[config.mk]
export PLATFORM = sky130hd
export DESIGN_NAME = msu_bank
export DESIGN_NICKNAME = d
export VERILOG_FILES = /design/src/rtl/msu_pkg.sv /design/src/rtl/msu_bank.sv
export SDC_FILE = /design/constraint.sdc
export NUM_CORES = 2
export LEC_CHECK = 0
export BUFFER_PORTS_ARGS = -buffer_cell sky130_fd_sc_hd__buf_2
export CORE_ASPECT_RATIO = 0.75
export CORE_MARGIN = 3
export CORE_UTILIZATION = 25
export CTS_CLUSTER_DIAMETER = 150
export CTS_CLUSTER_SIZE = 40
export DETAILED_ROUTE_END_ITERATION = 10
export HOLD_SLACK_MARGIN = 0.08
export PLACE_DENSITY = 0.39
export SLEW_MARGIN = 40
export SYNTH_ARGS = -nofsm -noshare
export SYNTH_HDL_FRONTEND = slang
export SYNTH_SLANG_ARGS = --single-unit
[constraint.sdc]
create_clock -name clk -period 9.85 [get_ports clk]
set_input_delay 0.985 -clock clk [delete_from_list [all_inputs] [get_ports clk]]
set_output_delay 0.985 -clock clk [all_outputs]
set_load 0.02 [all_outputs]
[src/rtl/msu_pkg.sv]
package msu_pkg;

    localparam int VALUE_W = 32;

    typedef logic signed [VALUE_W-1:0] value_t;

    typedef enum logic [6:0] {
        ST_LOAD  = 7'b0000001,
        ST_PASS  = 7'b0000010,
        ST_PAIR  = 7'b0000100,
        ST_READ  = 7'b0001000,
        ST_MERGE = 7'b0010000,
        ST_FETCH = 7'b0100000,
        ST_SHOW  = 7'b1000000
    } seq_state_t;

    typedef struct packed {
        logic   we0;
        logic   we1;
        value_t wdata;
    } bank_wr_t;

endpackage

[src/rtl/msu_bank.sv]
module msu_bank #(
    parameter int DEPTH = 64,
    parameter int AW    = 6
) (
    input  logic            clk,
    input  logic            we,
    input  logic [AW-1:0]   waddr,
    input  msu_pkg::value_t wdata,
    input  logic [AW-1:0]   raddr_a,
    input  logic [AW-1:0]   raddr_b,
    output msu_pkg::value_t rdata_a,
    output msu_pkg::value_t rdata_b
);
    import msu_pkg::*;

    value_t mem [DEPTH];
    value_t rdata_a_reg;
    value_t rdata_b_reg;

    always_ff @(posedge clk)
    begin
        if (we)
        begin
            mem[waddr] <= wdata;
        end
        rdata_a_reg <= mem[raddr_a];
        rdata_b_reg <= mem[raddr_b];
    end

    assign rdata_a = rdata_a_reg;
    assign rdata_b = rdata_b_reg;

endmodule

# [Word level (Yosys, flattened, before mapping)]
# Memories as Yosys holds them, arrays and structs flattened. A register that Yosys moved wholly into a read port is not among the register bits.
# Cells that the tools add are included.
[classes] n_addsub=0 mul=0 div_mod_pow=0 order_cmp=0 eq_ne=0 shifts=0 muxes=2 n_bitwise=0 n_reduce_logical=0
[op_table] operator="1-bit two-way mux" count=2
[totals] ff_bits=0 latchBits=0 ram_bits=2048 rom_bits=0 out_inout_bits=64 wordCells=3 memories=1
[mem_list] memory="mem" depth=64 word_bits=32 read_ports=2 rd_ports_with_merged_regs=2 wr=1 line_no="msu_bank.sv:16" text="value_t mem [DEPTH];"

# [Longest topological paths before layout]
[depth] depth_word=2 depth_mapped=10 ltp_nobuf=5

# [Worst setup path after synthesis]
# OpenSTA, ideal clock, no wires.
[synth_timing] path_kind="input-to-reg" from="input waddr[3]" to="memory mem[48][0] (netlist name), enable pin" setup_ns=0.461 arrival_time_ns=3.715 slack_ns=5.674 path_stages=4 n_path_buf=1 path_cell_list="clkbuf_1 nor2b_1 nand4b_1 nor3_1"
[synth_rtl] item="start, declared" line_no="msu_bank.sv:7" text="input logic [AW-1:0] waddr,"
[synth_rtl] item="end, declared" line_no="msu_bank.sv:16"
# Straight into the memory's write port.

==> results.json <==
{
  "drc": 0,
  "min_period_ns": 3.84,
  "async_reset_ff_share_pct": 0,
  "io_pins": 116,
  "grt_pass1_wl_um": 491000,
  "rrSetupSlack_ns": 7.40,
  "ys.flop_type": "edfxtp_1",
  "reg2reg_to": "rdata_a[4]",
  "hold_depth": 2,
  "crit_top_cell": "mux2i_1",
  "switchingPower_w": 0.00409,
  "slowest_stage": "nor2_1",
  "initial_core_util_pct": 25.1,
  "synth_edf_count": 2048,
  "cts-htree-levels": 2,
  "post_cts_buffers": 0,
  "setup_ws_ns": 6.01,
  "fill_cells": 37332,
  "fp.dieArea_mm2": 0.390,
  "wire_per_inst_um": 38.5,
  "outcome": "finished clean",
  "post_cts_resize_count": 0,
  "hold_ws_ns": 0.625,
  "drive_gt1_share_pct": 37.5,
  "maxCapViolCount": 0,
  "finalNetCount": 4528,
  "rows": 196,
  "r2r-start": "mem[39][4]",
  "synth_top_area_cell": "edfxtp_1",
  "seq_area_frac_synth_pct": 65.6,
  "path_clk_slew_ns": 0.16,
  "io_buffers": 115,
  "grt_max_degree": 92,
  "numCtsBuffers": 61,
  "seq_power_share_pct": 62.8,
  "cts_sinks": 2112,
  "fin_setup_tns_ns": 0,
  "max_freq_mhz": 260,
  "combPwrFrac_pct": 11.4,
  "hold_viol": 0,
  "netlist_instances": 4412,
  "viasPerCell": 5.27,
  "cts_tree": "yes",
  "cp-start-kind": "primary input",
  "dp.cells": 9454,
  "switching_share_pct": 25.6,
  "cp.required_ns": 10.56,
  "cp_cell_sequence": "buf_8 -> buf_12 -> buf_4 -> mux4_2 -> mux2i_1 -> mux2i_1 -> nor2_1 -> o22ai_1",
  "clock_latency_ns": 0.85,
  "syn_area_mm2": 0.0957,
  "reg2reg_depth": 5,
  "powerDensity_mw_per_mm2": 150,
  "synth_area_per_cell_um2": 21.7,
  "max_stage_delay_ns": 0.71,
  "drv_slew": 0,
  "hpwlAfterDp_um": 216000,
  "min_path_type": "in2reg",
  "drtPass1Iterations": 7,
  "ir_worst_vdd_v": 0.000164,
  "power.internal_w": 0.0119,
  "largest_reg_flops": 2048,
  "antenna_found_initial": 55,
  "synth_fp_nets": 4464,
  "setup_violations": 0,
  "grt_overflow_total": 0,
  "yosysWarnings": 0,
  "rsz0062_at_grt": "no",
  "cts_hold_buf": 0,
  "worstSetupEndpointType": "flip-flop",
  "core-area_mm2": 0.381,
  "dr.first_iter.drc_count": 6172,
  "synthToLayoutAreaGrowth_pct": 11.1,
  "die_x_um": 720,
  "instances_no_fill": 9594,
  "max_slew_margin_pct": 36.7,
  "dpl_worst_slack_ns": 5.14,
  "clockPowerShare_pct": 25.8,
  "worstMarginPinSlew_ns": 0.949,
  "path_class": "in2reg",
  "place_congestion": 0.746,
  "grt_pass1_vias": 50897,
  "ys_types": 38,
  "grt_use_total_pct": 18.5,
  "leakage_nw": 31.5,
  "synth_area_leaders": "edfxtp_1 64%, mux4_2 26%, mux2i_1 2.1%, dfxtp_1 1.3%, a22oi_1 0.67%",
  "die_height_um": 542,
  "worstPathMaxFanout": 91,
  "worst_ep_arrival_time_ns": 4.55,
  "hold_start": "wdata[22]",
  "period_share_pct": 39.0,
  "yosys_register_bits": 2112,
  "final_antenna_net_count": 0,
  "wirelength_um": 369000,
  "clockRootBuffer": "clkbuf_16",
  "hold_path_end": "mem[20][22]",
  "skew_ns": 0.0434,
  "clockBufferDepth": 3,
  "synth_top_area_share_pct": 64.3,
  "num_vias": 50519
}
## cell type report
cell class              instances  area (µm²)  area share, %
repair buffers                348        3340           3.15
flip-flops and latches       2112       62800           59.1
inverters                       1        3.75        0.00353
well taps                    5049        6320           5.94
clock inverters                 9         160          0.151
diodes                         18        45.0         0.0424
multi-input cells            1952       31900           30.0
clock buffers                 105        1730           1.63
## power groups by stage
| stage | registers (W) | clock network [W] | logic [W] |
|---|---|---|---|
| finish | 0.0100 | 0.00413 | 0.00181 |
| global placement | 0.0102 | 0 | 0.00179 |
| detailed placement | 0.0102 | 0 | 0.00182 |
| floorplan | 0.0102 | 0 | 0.000952 |
| CTS | 0.0100 | 0.00428 | 0.00182 |
| global route | 0.0100 | 0.00456 | 0.00191 |
## cell usage after synthesis (2+ instances only)
| master | number |
|---|---|
| nand2_1 | 93 |
| nor3_1 | 3 |
| nand3_1 | 9 |
| a32oi_1 | 9 |
| nand4_1 | 2 |
| a211oi_1 | 15 |
| edfxtp_1 | 2048 |
| dfxtp_1 | 64 |
| a22oi_1 | 85 |
| buf_1 | 25 |
| nand2b_1 | 8 |
| or2_2 | 3 |
| a21oi_1 | 58 |
| o221ai_1 | 16 |
| buf_2 | 121 |
| nor2b_1 | 19 |
| o32a_1 | 9 |
| o22ai_1 | 56 |
| o21ai_1 | 31 |
| buf_6 | 11 |
| or3_1 | 2 |
| nand3b_1 | 6 |
| mux4_2 | 1124 |
| and2_1 | 6 |
| mux2i_1 | 204 |
| a221oi_1 | 13 |
| or3b_2 | 2 |
| mux2_2 | 36 |
| o211ai_1 | 27 |
| clkbuf_1 | 135 |
| buf_4 | 55 |
| nor2_1 | 94 |
| o21ai_0 | 18 |
## placed cells by master (no fill, tap or decap), drive strengths merged, types with 8 or more instances in the layout
master | netlist | final
edfxtp | 2048 | 2048
mux4 | 1124 | 1124
buf | 212 | 348
mux2i | 204 | 204
clkbuf | 135 | 105
nor2 | 94 | 94
nand2 | 93 | 93
a22oi | 85 | 85
dfxtp | 64 | 64
a21oi | 58 | 58
o22ai | 56 | 56
o21ai | 49 | 49
mux2 | 36 | 36
o211ai | 27 | 27
nor2b | 19 | 19
diode | 0 | 18
o221ai | 16 | 16
a211oi | 15 | 15
a221oi | 13 | 13
a32oi | 9 | 9
o32a | 9 | 9
nand3 | 9 | 9
nand2b | 8 | 8
## routing by layer
metal,up-vias,track usage [%],part of all wire (%)
met4,10,3.04,1.8
li1,19475,-,-
met5,-,0,0.016
met2,1888,28.5,45
met1,28909,27.5,46
met3,237,3.60,7.4
## stage by stage
stage	power, W	area, µm²	utilization [%]
floorplan	0.0112	95700	-
global placement	0.0120	103000	27.1
detailed placement	0.0121	104000	27.4
CTS	0.0161	106000	27.9
global route	0.0165	106000	27.9
finish	0.0160	106000	27.9
## worst max-delay path by stage
stage / start / slack (ns) / endpoint
after floorplan: waddr[3] / 5.67 / mem[48][0]
after global placement: raddr_a[0] / 4.28 / rdata_a[9]
after detailed placement: raddr_b[0] / 5.14 / rdata_b[9]
after CTS: raddr_a[1] / 6.10 / rdata_a[29]
after global routing: raddr_a[0] / 5.87 / rdata_a[4]
final: raddr_a[1] / 6.01 / rdata_a[29]
## worst max-delay path, delay by kind of cell
kind,cells,cell delay (ns)
buffers and inverters,3,1.53
multiplexers,3,0.75
AND/OR/NAND/NOR,1,0.71
AO/OA/AOI/OAI,1,0.18
## logic make-up (layout without fill, tap and decap cells)
group,after synthesis,after routing,share of synthesized area (%)
flip-flops,2112,2112,65.6
multiplexers,1364,1364,29.0
buffers and inverters,348,463,1.83
AO/OA/AOI/OAI,340,340,2.39
AND/OR/NAND/NOR,248,248,1.13
other,0,18,0
No activity file was read; power rests on OpenSTA's default activity.
