## config.mk

```make
export PLATFORM = sky130hd
export DESIGN_NAME = msu_seq_flat
export DESIGN_NICKNAME = d
export VERILOG_FILES = /design/src/rtl/msu_pkg.sv /design/src/rtl/msu_if.sv /design/src/rtl/msu_seq.sv /design/src/flat_wrapper.sv
export SDC_FILE = /design/constraint.sdc
export NUM_CORES = 1
export LEC_CHECK = 0
export BUFFER_PORTS_ARGS = -buffer_cell sky130_fd_sc_hd__buf_4
export CAP_MARGIN = 0
export CORE_ASPECT_RATIO = 0.7
export CORE_UTILIZATION = 54
export DETAILED_ROUTE_END_ITERATION = 12
export GPL_TIMING_DRIVEN = 0
export PLACE_DENSITY = 0.82
export SYNTH_ARGS = -nofsm -noshare
export SYNTH_HDL_FRONTEND = slang
export SYNTH_SLANG_ARGS = --single-unit
```

## constraint.sdc

```tcl
create_clock -name clk -period 4.6 [get_ports clk]
set_input_delay 0.46 -clock clk [delete_from_list [all_inputs] [get_ports clk]]
set_output_delay 0.46 -clock clk [all_outputs]
set_load 0.005 [all_outputs]
```

## src/rtl/msu_pkg.sv

```systemverilog
package msu_pkg;

    localparam int VALUE_W = 32;

    typedef logic signed [VALUE_W-1:0] value_t;

    typedef enum logic [6:0] {
        ST_LOAD  = 7'b0000001,
        ST_PASS  = 7'b0000010,
        ST_PAIR  = 7'b0000100,
        ST_READ  = 7'b0001000,
        ST_MERGE = 7'b0010000,
        ST_FETCH = 7'b0100000,
        ST_SHOW  = 7'b1000000
    } seq_state_t;

    typedef struct packed {
        logic   we0;
        logic   we1;
        value_t wdata;
    } bank_wr_t;

endpackage

```

## src/rtl/msu_if.sv

```systemverilog
interface msu_in_if;
    logic            valid;
    logic            ready;
    msu_pkg::value_t value;
    logic            last;

    modport source (output valid, output value, output last, input ready);
    modport sink   (input valid, input value, input last, output ready);
endinterface

interface msu_out_if;
    logic            valid;
    logic            ready;
    msu_pkg::value_t value_res;
    logic            last_res;
    logic            overflowed;

    modport source (output valid, output value_res, output last_res, output overflowed,
                    input ready);
    modport sink   (input valid, input value_res, input last_res, input overflowed,
                    output ready);
endinterface

```

## src/rtl/msu_seq.sv

```systemverilog
module msu_seq #(
    parameter int MAX_ITEMS = 64,
    parameter int AW        = 6,
    parameter int CW        = 7
) (
    input  logic               clk,
    input  logic               rst_n,
    msu_in_if.sink             items,
    msu_out_if.source          results,
    output msu_pkg::bank_wr_t  wr,
    output logic [AW-1:0]      waddr,
    output logic [AW-1:0]      raddr_a,
    output logic [AW-1:0]      raddr_b,
    input  msu_pkg::value_t    rd0_a,
    input  msu_pkg::value_t    rd0_b,
    input  msu_pkg::value_t    rd1_a,
    input  msu_pkg::value_t    rd1_b
);
    import msu_pkg::*;

    localparam int SW = CW + 2;

    seq_state_t    state_reg, state_next;
    logic [CW-1:0] count_reg, count_next;
    logic          drop_reg, drop_next;
    logic          src_sel_reg, src_sel_next;
    logic [SW-1:0] width_reg, width_next;
    logic [SW-1:0] lo_reg, lo_next;
    logic [SW-1:0] i_reg, i_next;
    logic [SW-1:0] j_reg, j_next;
    logic [SW-1:0] i_end_reg, i_end_next;
    logic [SW-1:0] j_end_reg, j_end_next;
    logic [CW-1:0] k_reg, k_next;
    logic          out_valid_reg, out_valid_next;
    value_t        value_res_reg;
    logic          last_res_reg;
    logic          overflowed_reg;

    value_t        src_a;
    value_t        src_b;
    logic          left_ok;
    logic          right_ok;
    logic          take_left;
    logic [SW-1:0] n_ext;
    logic [SW-1:0] run_mid;
    logic [SW-1:0] run_hi;
    logic [CW-1:0] k_inc;
    logic          load_show;

    assign src_a     = src_sel_reg ? rd1_a : rd0_a;
    assign src_b     = src_sel_reg ? rd1_b : rd0_b;
    assign left_ok   = i_reg < i_end_reg;
    assign right_ok  = j_reg < j_end_reg;
    assign take_left = left_ok && (!right_ok || (src_a <= src_b));
    assign n_ext     = SW'(count_reg);
    assign run_mid   = ((lo_reg + width_reg) < n_ext) ? lo_reg + width_reg : n_ext;
    assign run_hi    = ((lo_reg + (width_reg << 1)) < n_ext) ?
                       lo_reg + (width_reg << 1) : n_ext;
    assign k_inc     = k_reg + CW'(1);
    assign load_show = (state_reg == ST_SHOW);

    assign raddr_a = (state_reg == ST_FETCH) ? k_reg[AW-1:0] : i_reg[AW-1:0];
    assign raddr_b = j_reg[AW-1:0];

    assign items.ready        = (state_reg == ST_LOAD);
    assign results.valid      = out_valid_reg;
    assign results.value_res  = value_res_reg;
    assign results.last_res   = last_res_reg;
    assign results.overflowed = overflowed_reg;

    always_comb
    begin
        state_next     = state_reg;
        count_next     = count_reg;
        drop_next      = drop_reg;
        src_sel_next   = src_sel_reg;
        width_next     = width_reg;
        lo_next        = lo_reg;
        i_next         = i_reg;
        j_next         = j_reg;
        i_end_next     = i_end_reg;
        j_end_next     = j_end_reg;
        k_next         = k_reg;
        out_valid_next = out_valid_reg && !results.ready;
        wr.we0         = 1'b0;
        wr.we1         = 1'b0;
        wr.wdata       = items.value;
        waddr          = count_reg[AW-1:0];

        unique case (state_reg)
            ST_LOAD:
            begin
                if (items.valid)
                begin
                    if (count_reg < CW'(MAX_ITEMS))
                    begin
                        wr.we0     = 1'b1;
                        count_next = count_reg + CW'(1);
                    end
                    else
                    begin
                        drop_next = 1'b1;
                    end
                    if (items.last)
                    begin
                        width_next   = SW'(1);
                        src_sel_next = 1'b0;
                        state_next   = ST_PASS;
                    end
                end
            end
            ST_PASS:
            begin
                if (width_reg >= n_ext)
                begin
                    k_next     = '0;
                    state_next = ST_FETCH;
                end
                else
                begin
                    lo_next    = '0;
                    state_next = ST_PAIR;
                end
            end
            ST_PAIR:
            begin
                if (lo_reg >= n_ext)
                begin
                    width_next   = width_reg << 1;
                    src_sel_next = !src_sel_reg;
                    state_next   = ST_PASS;
                end
                else
                begin
                    i_next     = lo_reg;
                    i_end_next = run_mid;
                    j_next     = run_mid;
                    j_end_next = run_hi;
                    k_next     = lo_reg[CW-1:0];
                    state_next = ST_READ;
                end
            end
            ST_READ:
            begin
                state_next = ST_MERGE;
            end
            ST_MERGE:
            begin
                wr.we0   = src_sel_reg;
                wr.we1   = !src_sel_reg;
                wr.wdata = take_left ? src_a : src_b;
                waddr    = k_reg[AW-1:0];
                k_next   = k_inc;
                if (take_left)
                begin
                    i_next = i_reg + SW'(1);
                end
                else
                begin
                    j_next = j_reg + SW'(1);
                end
                if ((take_left && (i_reg + SW'(1) == i_end_reg) && !right_ok) ||
                    (!take_left && !left_ok && (j_reg + SW'(1) == j_end_reg)))
                begin
                    lo_next    = j_end_reg;
                    state_next = ST_PAIR;
                end
                else
                begin
                    state_next = ST_READ;
                end
            end
            ST_FETCH:
            begin
                if (!out_valid_reg || results.ready)
                begin
                    state_next = ST_SHOW;
                end
            end
            ST_SHOW:
            begin
                out_valid_next = 1'b1;
                k_next         = k_inc;
                if (k_inc == count_reg)
                begin
                    count_next = '0;
                    drop_next  = 1'b0;
                    state_next = ST_LOAD;
                end
                else
                begin
                    state_next = ST_FETCH;
                end
            end
            default:
            begin
                state_next = ST_LOAD;
            end
        endcase
    end

    always_ff @(posedge clk or negedge rst_n)
    begin
        if (!rst_n)
        begin
            state_reg     <= ST_LOAD;
            count_reg     <= '0;
            drop_reg      <= 1'b0;
            src_sel_reg   <= 1'b0;
            width_reg     <= '0;
            lo_reg        <= '0;
            i_reg         <= '0;
            j_reg         <= '0;
            i_end_reg     <= '0;
            j_end_reg     <= '0;
            k_reg         <= '0;
            out_valid_reg <= 1'b0;
        end
        else
        begin
            state_reg     <= state_next;
            count_reg     <= count_next;
            drop_reg      <= drop_next;
            src_sel_reg   <= src_sel_next;
            width_reg     <= width_next;
            lo_reg        <= lo_next;
            i_reg         <= i_next;
            j_reg         <= j_next;
            i_end_reg     <= i_end_next;
            j_end_reg     <= j_end_next;
            k_reg         <= k_next;
            out_valid_reg <= out_valid_next;
        end
    end

    // hold the result payload until the next one is shown
    always_ff @(posedge clk)
    begin
        if (load_show)
        begin
            value_res_reg  <= src_a;
            last_res_reg   <= (k_inc == count_reg);
            overflowed_reg <= drop_reg;
        end
    end

endmodule

```

## src/flat_wrapper.sv

```systemverilog
// flat-port wrapper written by rule: the top's interface ports become plain ports
module msu_seq_flat import msu_pkg::*;
#(
    parameter int MAX_ITEMS = 64,
    parameter int AW        = 6,
    parameter int CW        = 7
)
  (clk, rst_n, wr, waddr, raddr_a, raddr_b, rd0_a, rd0_b, rd1_a, rd1_b, items_valid, items_value, items_last, items_ready, results_valid, results_value_res, results_last_res, results_overflowed, results_ready);
  msu_in_if items_i ();
  msu_out_if results_i ();
  input  logic clk;
  input  logic rst_n;
  output msu_pkg::bank_wr_t wr;
  output logic [AW-1:0] waddr;
  output logic [AW-1:0] raddr_a;
  output logic [AW-1:0] raddr_b;
  input  msu_pkg::value_t rd0_a;
  input  msu_pkg::value_t rd0_b;
  input  msu_pkg::value_t rd1_a;
  input  msu_pkg::value_t rd1_b;
  input wire logic [$bits(items_i.valid)-1:0] items_valid;
  input wire logic [$bits(items_i.value)-1:0] items_value;
  input wire logic [$bits(items_i.last)-1:0] items_last;
  output wire logic [$bits(items_i.ready)-1:0] items_ready;
  output wire logic [$bits(results_i.valid)-1:0] results_valid;
  output wire logic [$bits(results_i.value_res)-1:0] results_value_res;
  output wire logic [$bits(results_i.last_res)-1:0] results_last_res;
  output wire logic [$bits(results_i.overflowed)-1:0] results_overflowed;
  input wire logic [$bits(results_i.ready)-1:0] results_ready;
  assign items_i.valid = items_valid;
  assign items_i.value = items_value;
  assign items_i.last = items_last;
  assign items_ready = items_i.ready;
  assign results_valid = results_i.valid;
  assign results_value_res = results_i.value_res;
  assign results_last_res = results_i.last_res;
  assign results_overflowed = results_i.overflowed;
  assign results_i.ready = results_ready;
  msu_seq #(.MAX_ITEMS(MAX_ITEMS), .AW(AW), .CW(CW)) u_core (.clk(clk), .rst_n(rst_n), .items(items_i), .results(results_i), .wr(wr), .waddr(waddr), .raddr_a(raddr_a), .raddr_b(raddr_b), .rd0_a(rd0_a), .rd0_b(rd0_b), .rd1_a(rd1_a), .rd1_b(rd1_b));
endmodule
```

[After elaboration in Yosys (flattened, before gate mapping)]
Cells that the tools add are included.
Word-level totals
  output and inout bits: 88
  ROM bits: 0
  word-level logic and storage cells: 131
  bits in latches: 0
  register bits after elaboration: 112
  memories: 0
  RAM bits: 0
Operators by class
  div/mod/pow operators: 0
  multiplexer cells: 48
  order comparisons: 8
  reduce and logical (&&, ||, !) cells: 30
  bitwise logic cells: 1
  shifts and indexed selects: 0
  add/subtract/negate cells: 6
  equal/unequal tests: 23
  multipliers: 0
Operators with widths (count)
  9-bit 2-to-1 mux: 11
  32-bit 2-to-1 mux: 3
  9-bit one-hot mux with 2 select lines: 4
  7-bit 2-to-1 mux: 8
  7-bit one-hot mux with 7 select lines: 1
  33-bit 2-to-1 mux: 1
  32-bit <= comparator: 1
  6-bit 2-to-1 mux: 4
  7-bit one-hot mux with 3 select lines: 1
  9-bit by 1-bit adder with 9-bit output, second input constant: 2
  9-bit adder: 2
  9-bit equality test: 2
  9-bit by 7-bit greater-or-equal comparator with 1-bit output: 2
  9-bit by 7-bit less-than comparator with 1-bit output: 2
  9-bit less-than comparator: 2
  2-bit inequality test, second input constant: 8
  3-bit AND reduction: 5
  7-bit by 1-bit adder with 7-bit output, second input constant: 2
  7-bit one-hot mux with 2 select lines: 1
  4-bit AND reduction: 3
  2-bit by 1-bit inequality test with 1-bit output, second input constant: 5
  1-bit 2-to-1 mux: 9
  4-bit 2-to-1 mux: 2
  2-bit nonzero test: 4
  17 further kinds: 31

[Longest topological paths before layout]
  depth in word-level cells: 10
  gate-level depth with buffers: 15
  depth with buffers taken out: 13

[Least setup slack after synthesis]
No wires, ideal clock.
  path type: register -> output
  start: register u_core.src_sel_reg
  end: output wr[2] (netlist name)
  path slack: 0.314 ns
  arrival time: 3.826 ns
  data required time: 4.140 ns
  buffers on the path: 5
  cell stages (with the launch flop): 16
  cell sequence: dfrtp_1 -> clkbuf_1 -> clkbuf_1 -> clkbuf_1 -> mux2i_1 -> ha_1 -> a21oi_2 -> nand2_1 -> a221o_1 -> a211o_1 -> a41o_1 -> nor3_2 -> buf_2 -> buf_1 -> nand3_1 -> o311ai_0
RTL lines
  start, declared: RTL line msu_seq.sv:26  | logic src_sel_reg, src_sel_next;
  start signal, assigned: RTL line msu_seq.sv:224  | src_sel_reg <= src_sel_next;
  end, declared: RTL line flat_wrapper.sv:13  | output msu_pkg::bank_wr_t wr;

==> flow_metrics.py <==
metrics = {
    "outcome": {
        "status": "completed",
    },
    "clock_network": {
        "htreeDepth": 3,
        "clk_path_buf_depth": 2,
        "tritoncts": "done",
        "clk_latency_ps": 370,
        "cts-buffers-inserted": 9,
        "hold_buffers": 0,
        "cts-root-buf": "clkbuf_16",
        "clk_pin_slew_ps": 80,
        "clkSinkCount": 112,
    },
    "pwr": {
        "leakage_nw": 5.396,
        "power_density_nw_per_um2": 337.2,
        "ir_worst_vdd_mv": 0.3001,
        "power.total_mw": 4.003,
    },
    "floorplan": {
        "die-area_um2": 17450,
        "die_h_um": 110.8,
        "start_util_pct": 55.56,
        "num_rows": 39,
        "pin_count": 253,
        "core_um2": 16440,
        "die_w_um": 157.5,
    },
    "critical_path": {
        "cp.buffers_inverters": 5,
        "cpMostUsedCell": "buf_4",
        "crit_required_ps": 4140,
        "crit_path_cell_trace": "buf_8 > clkbuf_16 > mux2i_2 > ha_1 > nand4_4 > nor2_1 > a221o_1 > a211o_1 > nor3_2 > nor3_4 > buf_4 > clkbuf_2 > o311ai_0 > buf_4",
        "crit_type": "reg -> out",
        "path_max_fanout": 10,
        "cp.arrival_ps": 4100,
        "worst_setup_path_start_kind": "register",
        "max_stage_delay_ps": 480,
        "slowest_stage": "o311ai_0",
        "endpoint_kind": "output pin",
        "critPathTopFamily": "compound AO/OA/AOI/OAI gates",
    },
    "yosys": {
        "seq_area_frac_synth_pct": 32.55,
        "synth_top_cell_by_area": "dfrtp_1",
        "synthesis.nets": 1253,
        "syn-cell-area_um2": 9136,
        "synth_edf_count": 34,
        "ys_types": 74,
        "synth_common_cells": "ha_1, nand2_1, dfrtp_1, nand3_1, nor2_1",
        "synth.most_common_cell": "ha_1",
        "netlist_top_cells_area": "dfrtp_1, ha_1, edfxtp_1",
        "async_reset_ff_share_pct": 69.64,
        "synth.avg_cell_area_um2": 9.219,
        "synthCells": 991,
        "yosysWarnings": 0,
        "synth_top_area_share_pct": 21.09,
        "ys_seq_elements": 112,
        "synthFlopType": "dfrtp_1",
    },
    "run": {
        "drv_cap": 0,
    },
    "timing": {
        "hold_slack_ps": 257.9,
        "hold_violations": 0,
        "finClkSkew_ps": 9.644,
        "maxSlewViolCount": 0,
        "setup_ws_ps": 41.69,
        "fmax_mhz": 219.4,
        "worst_slew_pin_slew_ps": 1043,
        "setup-tns-final_ps": 0,
        "fin_crit_sh_pct": 99.09,
        "setup_viol": 0,
        "slew_headroom_pct": 30.48,
        "finalCriticalPeriod_ps": 4558,
    },
    "detailed_routing": {
        "vias_per_cell": 6.388,
        "vias": 9511,
        "dr.first_iter.drc_count": 1028,
        "drc": 0,
        "wl_per_cell_um": 22.19,
        "antenna_left": 0,
        "totalWireLength_mm": 33.05,
        "drtPass1Iterations": 7,
    },
    "place": {
        "place_ws_ps": -1056,
        "hpwl_mm": 25.33,
        "numPortBuffers": 252,
        "finalWeightedCongestion": 0.9615,
    },
    "grt": {
        "grt_pass1_wl_mm": 50.66,
        "grt_max_degree": 79,
        "grt_overflow_total": 0,
        "antenna_found_initial": 0,
        "grt_pass1_vias": 8912,
        "grt_usage_pct": 38.37,
    },
    "layout": {
        "drive_above_1_share_pct": 29.03,
        "n_antenna_cell": 0,
        "syn_to_final_growth_pct": 29.92,
        "layout.nets": 1521,
        "utilization_pct": 72.18,
        "largest_reg_flops": 32,
    },
    "hold_path": {
        "hold_class": "in -> async",
    },
}
==> repair_timing <==
action                                  in CTS  in global routing
hold endpoints to repair                     0                  0
buffers inserted                             2                  4
pin swaps                                    1                  3
endpoints found under the setup margin      47                 31
gates resized for setup                     43                 12
==> layout make-up <==
class / count / area (um2)
multi-input cells: 776 / 5842
fillers: 1263 / 4574
flip-flops and latches: 112 / 2975
repair buffers: 258 / 1937
plain buffers: 59 / 356.6
well taps: 225 / 281.5
clock buffers: 12 / 279.0
inverters: 43 / 161.4
clock inverters: 4 / 37.54
==> per-layer routing <==
layer  up-vias  wire [um]  part of all wire, %  GRT usage, %
met5         -          0                    0             0
met4         0        576                  1.7         7.314
met3        61       4130                   12         10.67
met2       640      13950                   42         55.52
met1      4529      14390                   44         56.97
li1       4281          -                    -             -
==> power by group <==
part	switching (mW)	internal (mW)	total (mW)	leakage, nW
logic	0.966	0.776	1.74	3.93
clock network	0.412	0.444	0.856	0.156
registers	0.203	1.20	1.40	1.31
total	1.58	2.42	4.00	5.40
==> placed cells by master, fill, tap and decap left out, types with 34 or more instances in the layout <==
cell type and instances:
a21oi_1 48, nor2_1 65, mux2_2 42, o311ai_0 36, clkbuf_1 34, o21ai_0 38
edfxtp_1 34, ha_1 93, inv_1 42, nand2_1 92, dfrtp_1 76, buf_4 267
nand3_1 69
==> final timing paths <==
| check | from | end | slack (ps) | cells past startpoint |
|---|---|---|---|---|
| worst min register to register | u_core.drop_reg$_DFFE_PN0P_ | u_core.results.overflowed$_DFFE_PP_ | 470 | 0 |
| worst max register to register | u_core.lo_reg[0]$_DFFE_PN0P_ | u_core.j_reg[1]$_DFFE_PN0P_ | 730 | 14 |
| max in group asynchronous | rst_n | u_core.src_sel_reg$_DFFE_PN0P_ | 3620 | 1 |
| worst max-delay path | u_core.src_sel_reg$_DFFE_PN0P_ | wr[26] | 40 | 14 |
| worst min-delay path | rst_n | u_core.results.valid$_DFF_PN0_ | 260 | 1 |
| min in group clk | items_valid | u_core.drop_reg$_DFFE_PN0P_ | 350 | 2 |
==> per-stage QoR <==
stage	cells	instance area, um2
5_1_grt	1489	11870
4_1_cts	1485	11790
6_report	1489	11870
3_5_place_dp	1468	11310
2_1_floorplan	991	9136
3_3_place_gp	1468	11310
==> cells by family (layout without fill, tap and decap cells) <==
logic type | count (synthesis) | after routing | synth area share [%]
XOR/XNOR | 40 | 40 | 4.136
flip-flops | 112 | 112 | 32.55
AND/OR/NAND/NOR | 316 | 316 | 16.93
multiplexers | 81 | 81 | 9.449
buffers and inverters | 103 | 376 | 4.615
adder cells (fa/ha/maj) | 97 | 97 | 13.45
AO/OA/AOI/OAI | 242 | 242 | 18.87
No activity file was read; power rests on OpenSTA's default activity.
